[src/hw/rtl/lsqf_pkg.sv]
// shared constants, codes and types of the load/store queue
`default_nettype none
package lsqf_pkg;

	localparam int LOAD_DEPTH  = 32;
	localparam int STORE_DEPTH = 32;
	localparam int LD_IW       = $clog2(LOAD_DEPTH);
	localparam int ST_IW       = $clog2(STORE_DEPTH);
	localparam int ID_W        = 32;
	localparam int ADDR_W      = 48;
	localparam int BOB_W       = 4;
	localparam logic [BOB_W-1:0] BOB_RESET = 4'd6;

	localparam logic [2:0] OP_LOAD_DISP  = 3'd0;
	localparam logic [2:0] OP_STORE_DISP = 3'd1;
	localparam logic [2:0] OP_STORE_EXEC = 3'd2;
	localparam logic [2:0] OP_COMMIT     = 3'd3;
	localparam logic [2:0] OP_LOAD_ISSUE = 3'd4;
	localparam logic [2:0] OP_CACHE_RET  = 3'd5;

	localparam logic [3:0] KIND_READY     = 4'd0;
	localparam logic [3:0] KIND_FORWARDED = 4'd1;
	localparam logic [3:0] KIND_WAITS     = 4'd2;
	localparam logic [3:0] KIND_FULL      = 4'd3;
	localparam logic [3:0] KIND_TAKEN     = 4'd4;
	localparam logic [3:0] KIND_RELEASED  = 4'd5;
	localparam logic [3:0] KIND_ISSUED    = 4'd6;
	localparam logic [3:0] KIND_COMPLETED = 4'd7;
	localparam logic [3:0] KIND_COMMITTED = 4'd8;
	localparam logic [3:0] KIND_NONE      = 4'd9;
	localparam logic [3:0] KIND_UNKNOWN   = 4'd10;

	typedef struct packed {
		logic [2:0]        operation;
		logic [ID_W-1:0]   seq_id;
		logic [ADDR_W-1:0] address;
	} lsqf_req_t;

	typedef struct packed {
		logic [3:0]        kind;
		logic [ID_W-1:0]   load_id;
		logic [ADDR_W-1:0] load_address;
		logic [ID_W-1:0]   dep_id;
		logic              last;
	} lsqf_rsp_t;

	typedef struct packed {
		logic capture;
		logic eval;
		logic decide;
		logic find;
		logic fin;
		logic loop;
		logic emit;
	} lsqf_cmd_t;

	typedef struct packed {
		logic dec_find;
		logic dec_loop;
		logic find_more;
		logic loop_last;
	} lsqf_sts_t;

	// lowest set bit of a load-queue vector
	function automatic logic [LD_IW-1:0] ld_first(logic [LOAD_DEPTH-1:0] v);
		logic [LD_IW-1:0] r;
		r = '0;
		for (int i = LOAD_DEPTH - 1; i >= 0; i--) begin
			if (v[i]) r = LD_IW'(i);
		end
		return r;
	endfunction

	// lowest set bit of a store-queue position vector
	function automatic logic [ST_IW-1:0] st_first(logic [STORE_DEPTH-1:0] v);
		logic [ST_IW-1:0] r;
		r = '0;
		for (int i = STORE_DEPTH - 1; i >= 0; i--) begin
			if (v[i]) r = ST_IW'(i);
		end
		return r;
	endfunction

	// slot of the store k positions after the head
	function automatic logic [ST_IW-1:0] st_slot(logic [ST_IW-1:0] head, logic [ST_IW:0] k);
		logic [ST_IW+1:0] sum;
		sum = {2'b00, head} + {1'b0, k};
		if (sum >= (ST_IW+2)'(STORE_DEPTH)) sum = sum - (ST_IW+2)'(STORE_DEPTH);
		return sum[ST_IW-1:0];
	endfunction

endpackage
`default_nettype wire

[src/hw/rtl/lsqf_ctrl.sv]
// load/store queue controller: request sequencing and result handshake
`default_nettype none
module lsqf_ctrl (
	input  wire logic                 clk,
	input  wire logic                 arst_n,
	input  wire logic                 req_valid,
	output logic                      req_stall,
	output logic                      rsp_valid,
	input  wire logic                 rsp_stall,
	input  wire lsqf_pkg::lsqf_sts_t  sts,
	output lsqf_pkg::lsqf_cmd_t       cmd
);

	localparam logic [2:0] S_IDLE   = 3'd0;
	localparam logic [2:0] S_EVAL   = 3'd1;
	localparam logic [2:0] S_DECIDE = 3'd2;
	localparam logic [2:0] S_FIND   = 3'd3;
	localparam logic [2:0] S_FIN    = 3'd4;
	localparam logic [2:0] S_LOOP   = 3'd5;

	logic [2:0] state_q, state_d;
	logic       rsp_valid_q;
	logic       out_free;

	assign req_stall = state_q != S_IDLE;
	assign rsp_valid = rsp_valid_q;
	// result register may be refilled once the waiting result is taken
	assign out_free  = !rsp_valid_q || !rsp_stall;

	always_comb begin
		cmd     = '0;
		state_d = state_q;
		case (state_q)
			S_IDLE: begin
				cmd.capture = req_valid;
				if (req_valid) state_d = S_EVAL;
			end
			S_EVAL: begin
				cmd.eval = 1'b1;
				state_d  = S_DECIDE;
			end
			S_DECIDE: begin
				if (out_free) begin
					cmd.decide = 1'b1;
					cmd.emit   = !sts.dec_find && !sts.dec_loop;
					state_d    = sts.dec_find ? S_FIND : (sts.dec_loop ? S_LOOP : S_IDLE);
				end
			end
			S_FIND: begin
				cmd.find = sts.find_more;
				if (!sts.find_more) state_d = S_FIN;
			end
			S_FIN: begin
				if (out_free) begin
					cmd.fin  = 1'b1;
					cmd.emit = 1'b1;
					state_d  = S_IDLE;
				end
			end
			S_LOOP: begin
				if (out_free) begin
					cmd.loop = 1'b1;
					cmd.emit = 1'b1;
					if (sts.loop_last) state_d = S_IDLE;
				end
			end
			default: state_d = S_IDLE;
		endcase
	end

	always_ff @(posedge clk or negedge arst_n) begin
		if (!arst_n) begin
			state_q     <= S_IDLE;
			rsp_valid_q <= 1'b0;
		end else begin
			state_q <= state_d;
			if (cmd.emit) rsp_valid_q <= 1'b1;
			else if (!rsp_stall) rsp_valid_q <= 1'b0;
		end
	end

	a_accept_eval: assert property (@(posedge clk) disable iff (!arst_n)
		(req_valid && !req_stall) |=> (state_q == S_EVAL))
		else $error("accepted request not evaluated");

	a_emit_free: assert property (@(posedge clk) disable iff (!arst_n)
		(rsp_valid && rsp_stall) |=> !$past(cmd.emit))
		else $error("result overwritten while stalled");

	a_find_no_emit: assert property (@(posedge clk) disable iff (!arst_n)
		(state_q == S_FIND) |-> !cmd.emit)
		else $error("result during store search");

endmodule
`default_nettype wire

[config.mk]
export PLATFORM = sky130hd
export DESIGN_NAME = lsqf_ctrl
export DESIGN_NICKNAME = d
export VERILOG_FILES = /design/src/hw/rtl/lsqf_pkg.sv /design/src/hw/rtl/lsqf_ctrl.sv
export SDC_FILE = /design/constraint.sdc
export NUM_CORES = 1
export LEC_CHECK = 0
export ABC_CLOCK_PERIOD_IN_PS = 2000
export CORE_AREA = 3 3 40 42
export DETAILED_ROUTE_END_ITERATION = 10
export DIE_AREA = 0 0 43 45
export DONT_BUFFER_PORTS = 1
export PLACE_DENSITY = 0.44
export SYNTH_ARGS = -nofsm -noshare
export SYNTH_HDL_FRONTEND = slang
export SYNTH_SLANG_ARGS = --single-unit
[constraint.sdc]
create_clock -name clk -period 2 [get_ports clk]
set_clock_uncertainty 0.2 [all_clocks]
set_input_delay 0.3 -clock clk [delete_from_list [all_inputs] [get_ports clk]]
set_output_delay 0.3 -clock clk [all_outputs]
set_load 0.02 [all_outputs]
# Yosys cells after proc, flatten, opt, wreduce, memory -nomap -nowiden
# Index checks and enable logic that the tools add are counted.
# word_totals
regBits	4
out_inout_bits	9
# classes
n_eq_ne	12
n_mux	21
reduce_logical	9
# ops
op	n
two-way mux 3 bit	8
case mux 3 bit (6 select lines)	1
!= test 2 bit (second input constant)	6
two-way mux 1 bit	10
== test 3 x 2 -> 1 bit (second input constant)	2
== test 3 bit (second input constant)	2
AND reduction 6 bit	1
zero test 1 bit	4
== test 3 x 1 -> 1 bit (second input constant)	1
zero test 3 bit	1
case mux 1 bit (3 select lines)	1
nonzero test 3 bit	1
two-way mux 2 bit	1
!= test 2 x 1 -> 1 bit (second input constant)	1
logical AND 1 bit	1
logical OR 1 bit	1

# Logic depth before layout (Yosys ltp)
# logic_depth
depth_word	5
depth_mapped	3

# Least setup slack after synthesis
# OpenSTA, ideal clock, no wires.
# synth_path
kind	register to output
startpoint	register state_q[2]
endpoint	output port cmd[0] (netlist bit)
t_arrival_ns	1.172
t_required_ns	1.500
slack_ns	0.328
stages_incl_launch_ff	4
n_path_buf	0
path_cell_list	dfrtp_1 -> nand2b_2 -> o41a_1 -> a21oi_2
# synth_lines
element	line_no	text
start, declared	lsqf_ctrl.sv:21	logic [2:0] state_q, state_d;
start signal, assigned	lsqf_ctrl.sv:76	state_q <= state_d;
end, declared	lsqf_ctrl.sv:11	output lsqf_pkg::lsqf_cmd_t cmd

==> results.py <==
metrics = {
    "logic_synthesis": {
        "postSynthAreaPerCell_um2": 8.341,
        "syn_inst": 36,
        "mappedNetlistNets": 44,
        "synth_area_leaders": "sky130_fd_sc_hd__dfrtp_1, sky130_fd_sc_hd__inv_1, sky130_fd_sc_hd__o21ai_0",
        "synth_top_cell_area_share_pct": 33.33,
        "yosysTopAreaCell": "sky130_fd_sc_hd__dfrtp_1",
        "seq_area_frac_synth_pct": 33.33,
        "yosys_warnings": 0,
        "syn-cell-area_um2": 300.3,
        "synth_cell_types": 22,
        "synth_register_bits": 4,
    },
    "routing": {
        "initialDrtViolationCount": 2,
        "vias": 306,
        "firstDrtPassIters": 2,
        "sum_of_routed_wire_length_over_all_layers_um": 891,
        "detail_route.vias_per_cell": 5.276,
        "drtAntennaViolNets": 0,
        "detail_route.drc_violations": 0,
        "wl_per_cell_um": 15.36,
    },
    "place": {
        "preCtsSetupSlack_ns": 0.2462,
        "detailed_place_hpwl_um": 739.3,
        "place.port_buffers": 0,
        "gp_routability_congestion": 0.7373,
    },
    "critical_path": {
        "timing.setup.critical_path_class": "reg2out",
        "rrSetupSlack_ns": 0.40,
        "timing.rr.end": "state_q[0]",
        "worst_r2r_startpoint": "state_q[0]",
        "timing.reg2reg.worst_path_depth": 3,
        "timing.critical_path.fanout_max": 6,
        "cp.required_ns": 1.50,
        "crit_path_end_kind": "output pin",
        "startpoint_type": "flip-flop",
        "critical_path_arrival_ns": 1.44,
    },
    "worst_hold_path": {
        "holdPathEnd": "state_q[1]",
        "start_point_of_the_worst_min_delay_path": "sts[1]",
        "number_of_instances_on_the_worst_hold_path": 1,
        "timing.hold.worst.class": "in2reg",
    },
    "power": {
        "ir_drop_mv": 0.3967,
        "p_leak_nw": 0.1746,
        "areal_power_density_over_the_cells_mw_per_mm2": 1746,
        "post-layout-total-power_mw": 0.6793,
    },
    "global_routing": {
        "number_of_global_route_vias_before_repair": 326,
        "antenna_found_initial": 0,
        "grt_pass1_wl_um": 1400,
        "grt_start_max_net_pins": 9,
        "gr-total-overflow": 0,
        "groute.usage.overall_pct": 9.707,
    },
    "sta": {
        "final-max-slew-violation-count": 0,
        "fin_crit_sh_pct": 97.13,
        "layout_setup_ws_ns": 0.05744,
        "timing.fmax_ghz": 0.5148,
        "unrepaired_setup_endpoints_after_global_routing": "no",
        "finalSetupTns_ns": 0,
        "hold_violations": 0,
        "period_needed_ns": 1.943,
        "setup_viol": 0,
        "worst_slew_pin_slew_ns": 0.3829,
        "relSlewSlack_pct": 74.38,
    },
    "flow_run": {
        "maxCapViolations": 0,
    },
    "clock_tree": {
        "cts-root-to-sink-buffers": 2,
        "cts_tree": "yes",
        "ctsHtreeMaxLevel": 1,
        "worstSkewPairLatency_ns": 0.23,
        "clk_root_buffer_cell": "sky130_fd_sc_hd__clkbuf_4",
        "tritoncts.num_buffers": 3,
        "numClockSinks": 4,
        "cts.clk_slew.worst_paths_ns": 0.04,
    },
    "floorplanning": {
        "fp.dieW_um": 43,
        "io-pin-count": 17,
        "dieArea_mm2": 0.001935,
        "start_util_pct": 23.37,
        "die_y_um": 45,
        "row_count": 13,
        "core_region_area_mm2": 0.001285,
    },
    "cells_and_area": {
        "area_growth_syn_to_layout_pct": 29.58,
        "seqCellArea_um2": 102.6,
        "fin_nets": 53,
        "filler_cell_count": 141,
        "area_occupied_by_multi_input_gates_um2": 193.9,
        "insertedDiodeCount": 0,
        "share_of_final_layout_standard_cells_stronger_than_drive_strength_1_pct": 32.56,
        "most_common_library_cell_in_the_layout_ignoring_fill_and_taps": "sky130_fd_sc_hd__inv_1",
        "final_cell_mix": "sky130_fd_sc_hd__inv_1, sky130_fd_sc_hd__nand2_1, sky130_fd_sc_hd__o21ai_0, sky130_fd_sc_hd__clkbuf_4, sky130_fd_sc_hd__buf_4",
    },
    "run_status": {
        "status": "finished clean",
    },
}
## synth_stat cells (all sizes together)
| cell | number |
|---|---|
| nand2b | 1 |
| or2b | 1 |
| inv | 5 |
| o22ai | 1 |
| nand2 | 3 |
| o41a | 1 |
| or3 | 1 |
| a31oi | 1 |
| dfrtp | 4 |
| o2bb2ai | 1 |
| nor3 | 2 |
| a211o | 2 |
| o311a | 1 |
| nor2 | 3 |
| a21oi | 2 |
| o32ai | 1 |
| and3 | 2 |
| o21ai | 3 |
| nor2b | 1 |
## cell families after synthesis
family          share of synthesized area (%)
compound gates                          32.92
buf+inv                                 6.251
flops                                   33.33
simple gates                            27.50
## power breakdown
group          total, mW  switching (mW)  leakage [nW]  internal (mW)
clock             0.0967          0.0298        0.0138         0.0669
sequential         0.201          0.0800        0.0484          0.121
combinational      0.382           0.222         0.112          0.160
total              0.679           0.331         0.175          0.348
## worst max path at each step
| stage | end | depth (start not counted) | startpoint | slack (ns) |
|---|---|---|---|---|
| final | cmd[0] | 3 | state_q[2] | 0.06 |
| after detailed placement | cmd[0] | 3 | state_q[2] | 0.25 |
| after CTS | cmd[0] | 3 | state_q[2] | 0.02 |
| after floorplan | cmd[0] | 3 | state_q[2] | 0.33 |
| after global placement | cmd[0] | 3 | state_q[2] | 0.28 |
| after global routing | cmd[0] | 3 | state_q[2] | 0.004 |
## metrics by stage
step	std cells	util [%]	cell area (um^2)	hold WS [ns]
2_1_floorplan	36	-	300.3	-0.1956
6_report	58	30.28	389.1	0.03379
4_1_cts	57	29.11	374.1	0.02330
5_1_grt	58	30.28	389.1	0.03277
3_5_place_dp	53	26.00	334.1	-0.1954
3_3_place_gp	53	26.00	334.1	-0.1955
## worst max-delay path, cell delays in order (launching register included)
cell                       delay [ns]
sky130_fd_sc_hd__dfrtp_2         0.43
sky130_fd_sc_hd__nand2b_4        0.16
sky130_fd_sc_hd__o41a_1          0.42
sky130_fd_sc_hd__a21oi_4         0.20
## per-layer routing
metal / up-vias / wire (um) / global-route usage [%]
li1: 147 / - / -
met5: - / 0 / 0
met2: 7 / 512 / 19.16
met3: 0 / 67 / 2.789
met1: 152 / 311 / 8.802
met4: 0 / 0 / 5.422
## sequential cells by signal, summed over array words and instances (netlist names)
signal / flops
state_q: 3
rsp_valid: 1
## layout make-up
type | count | share of cell area [%]
Clock buffer | 3 | 5.788
Sequential cell | 4 | 26.37
Tap cell | 15 | 4.823
Inverter | 5 | 4.823
Timing Repair Buffer | 4 | 8.360
Multi-Input combinational cell | 27 | 49.84
## timing repair
action                                  in CTS  in global routing
endpoints found under the setup margin       1                  1
hold buffers                                 1                  0
gates resized for setup                      1                  3
buffers inserted                             0                  1
endpoints found under the hold margin        4                  0
pin swaps                                    0                  1
No activity file was read; power rests on OpenSTA's default activity.
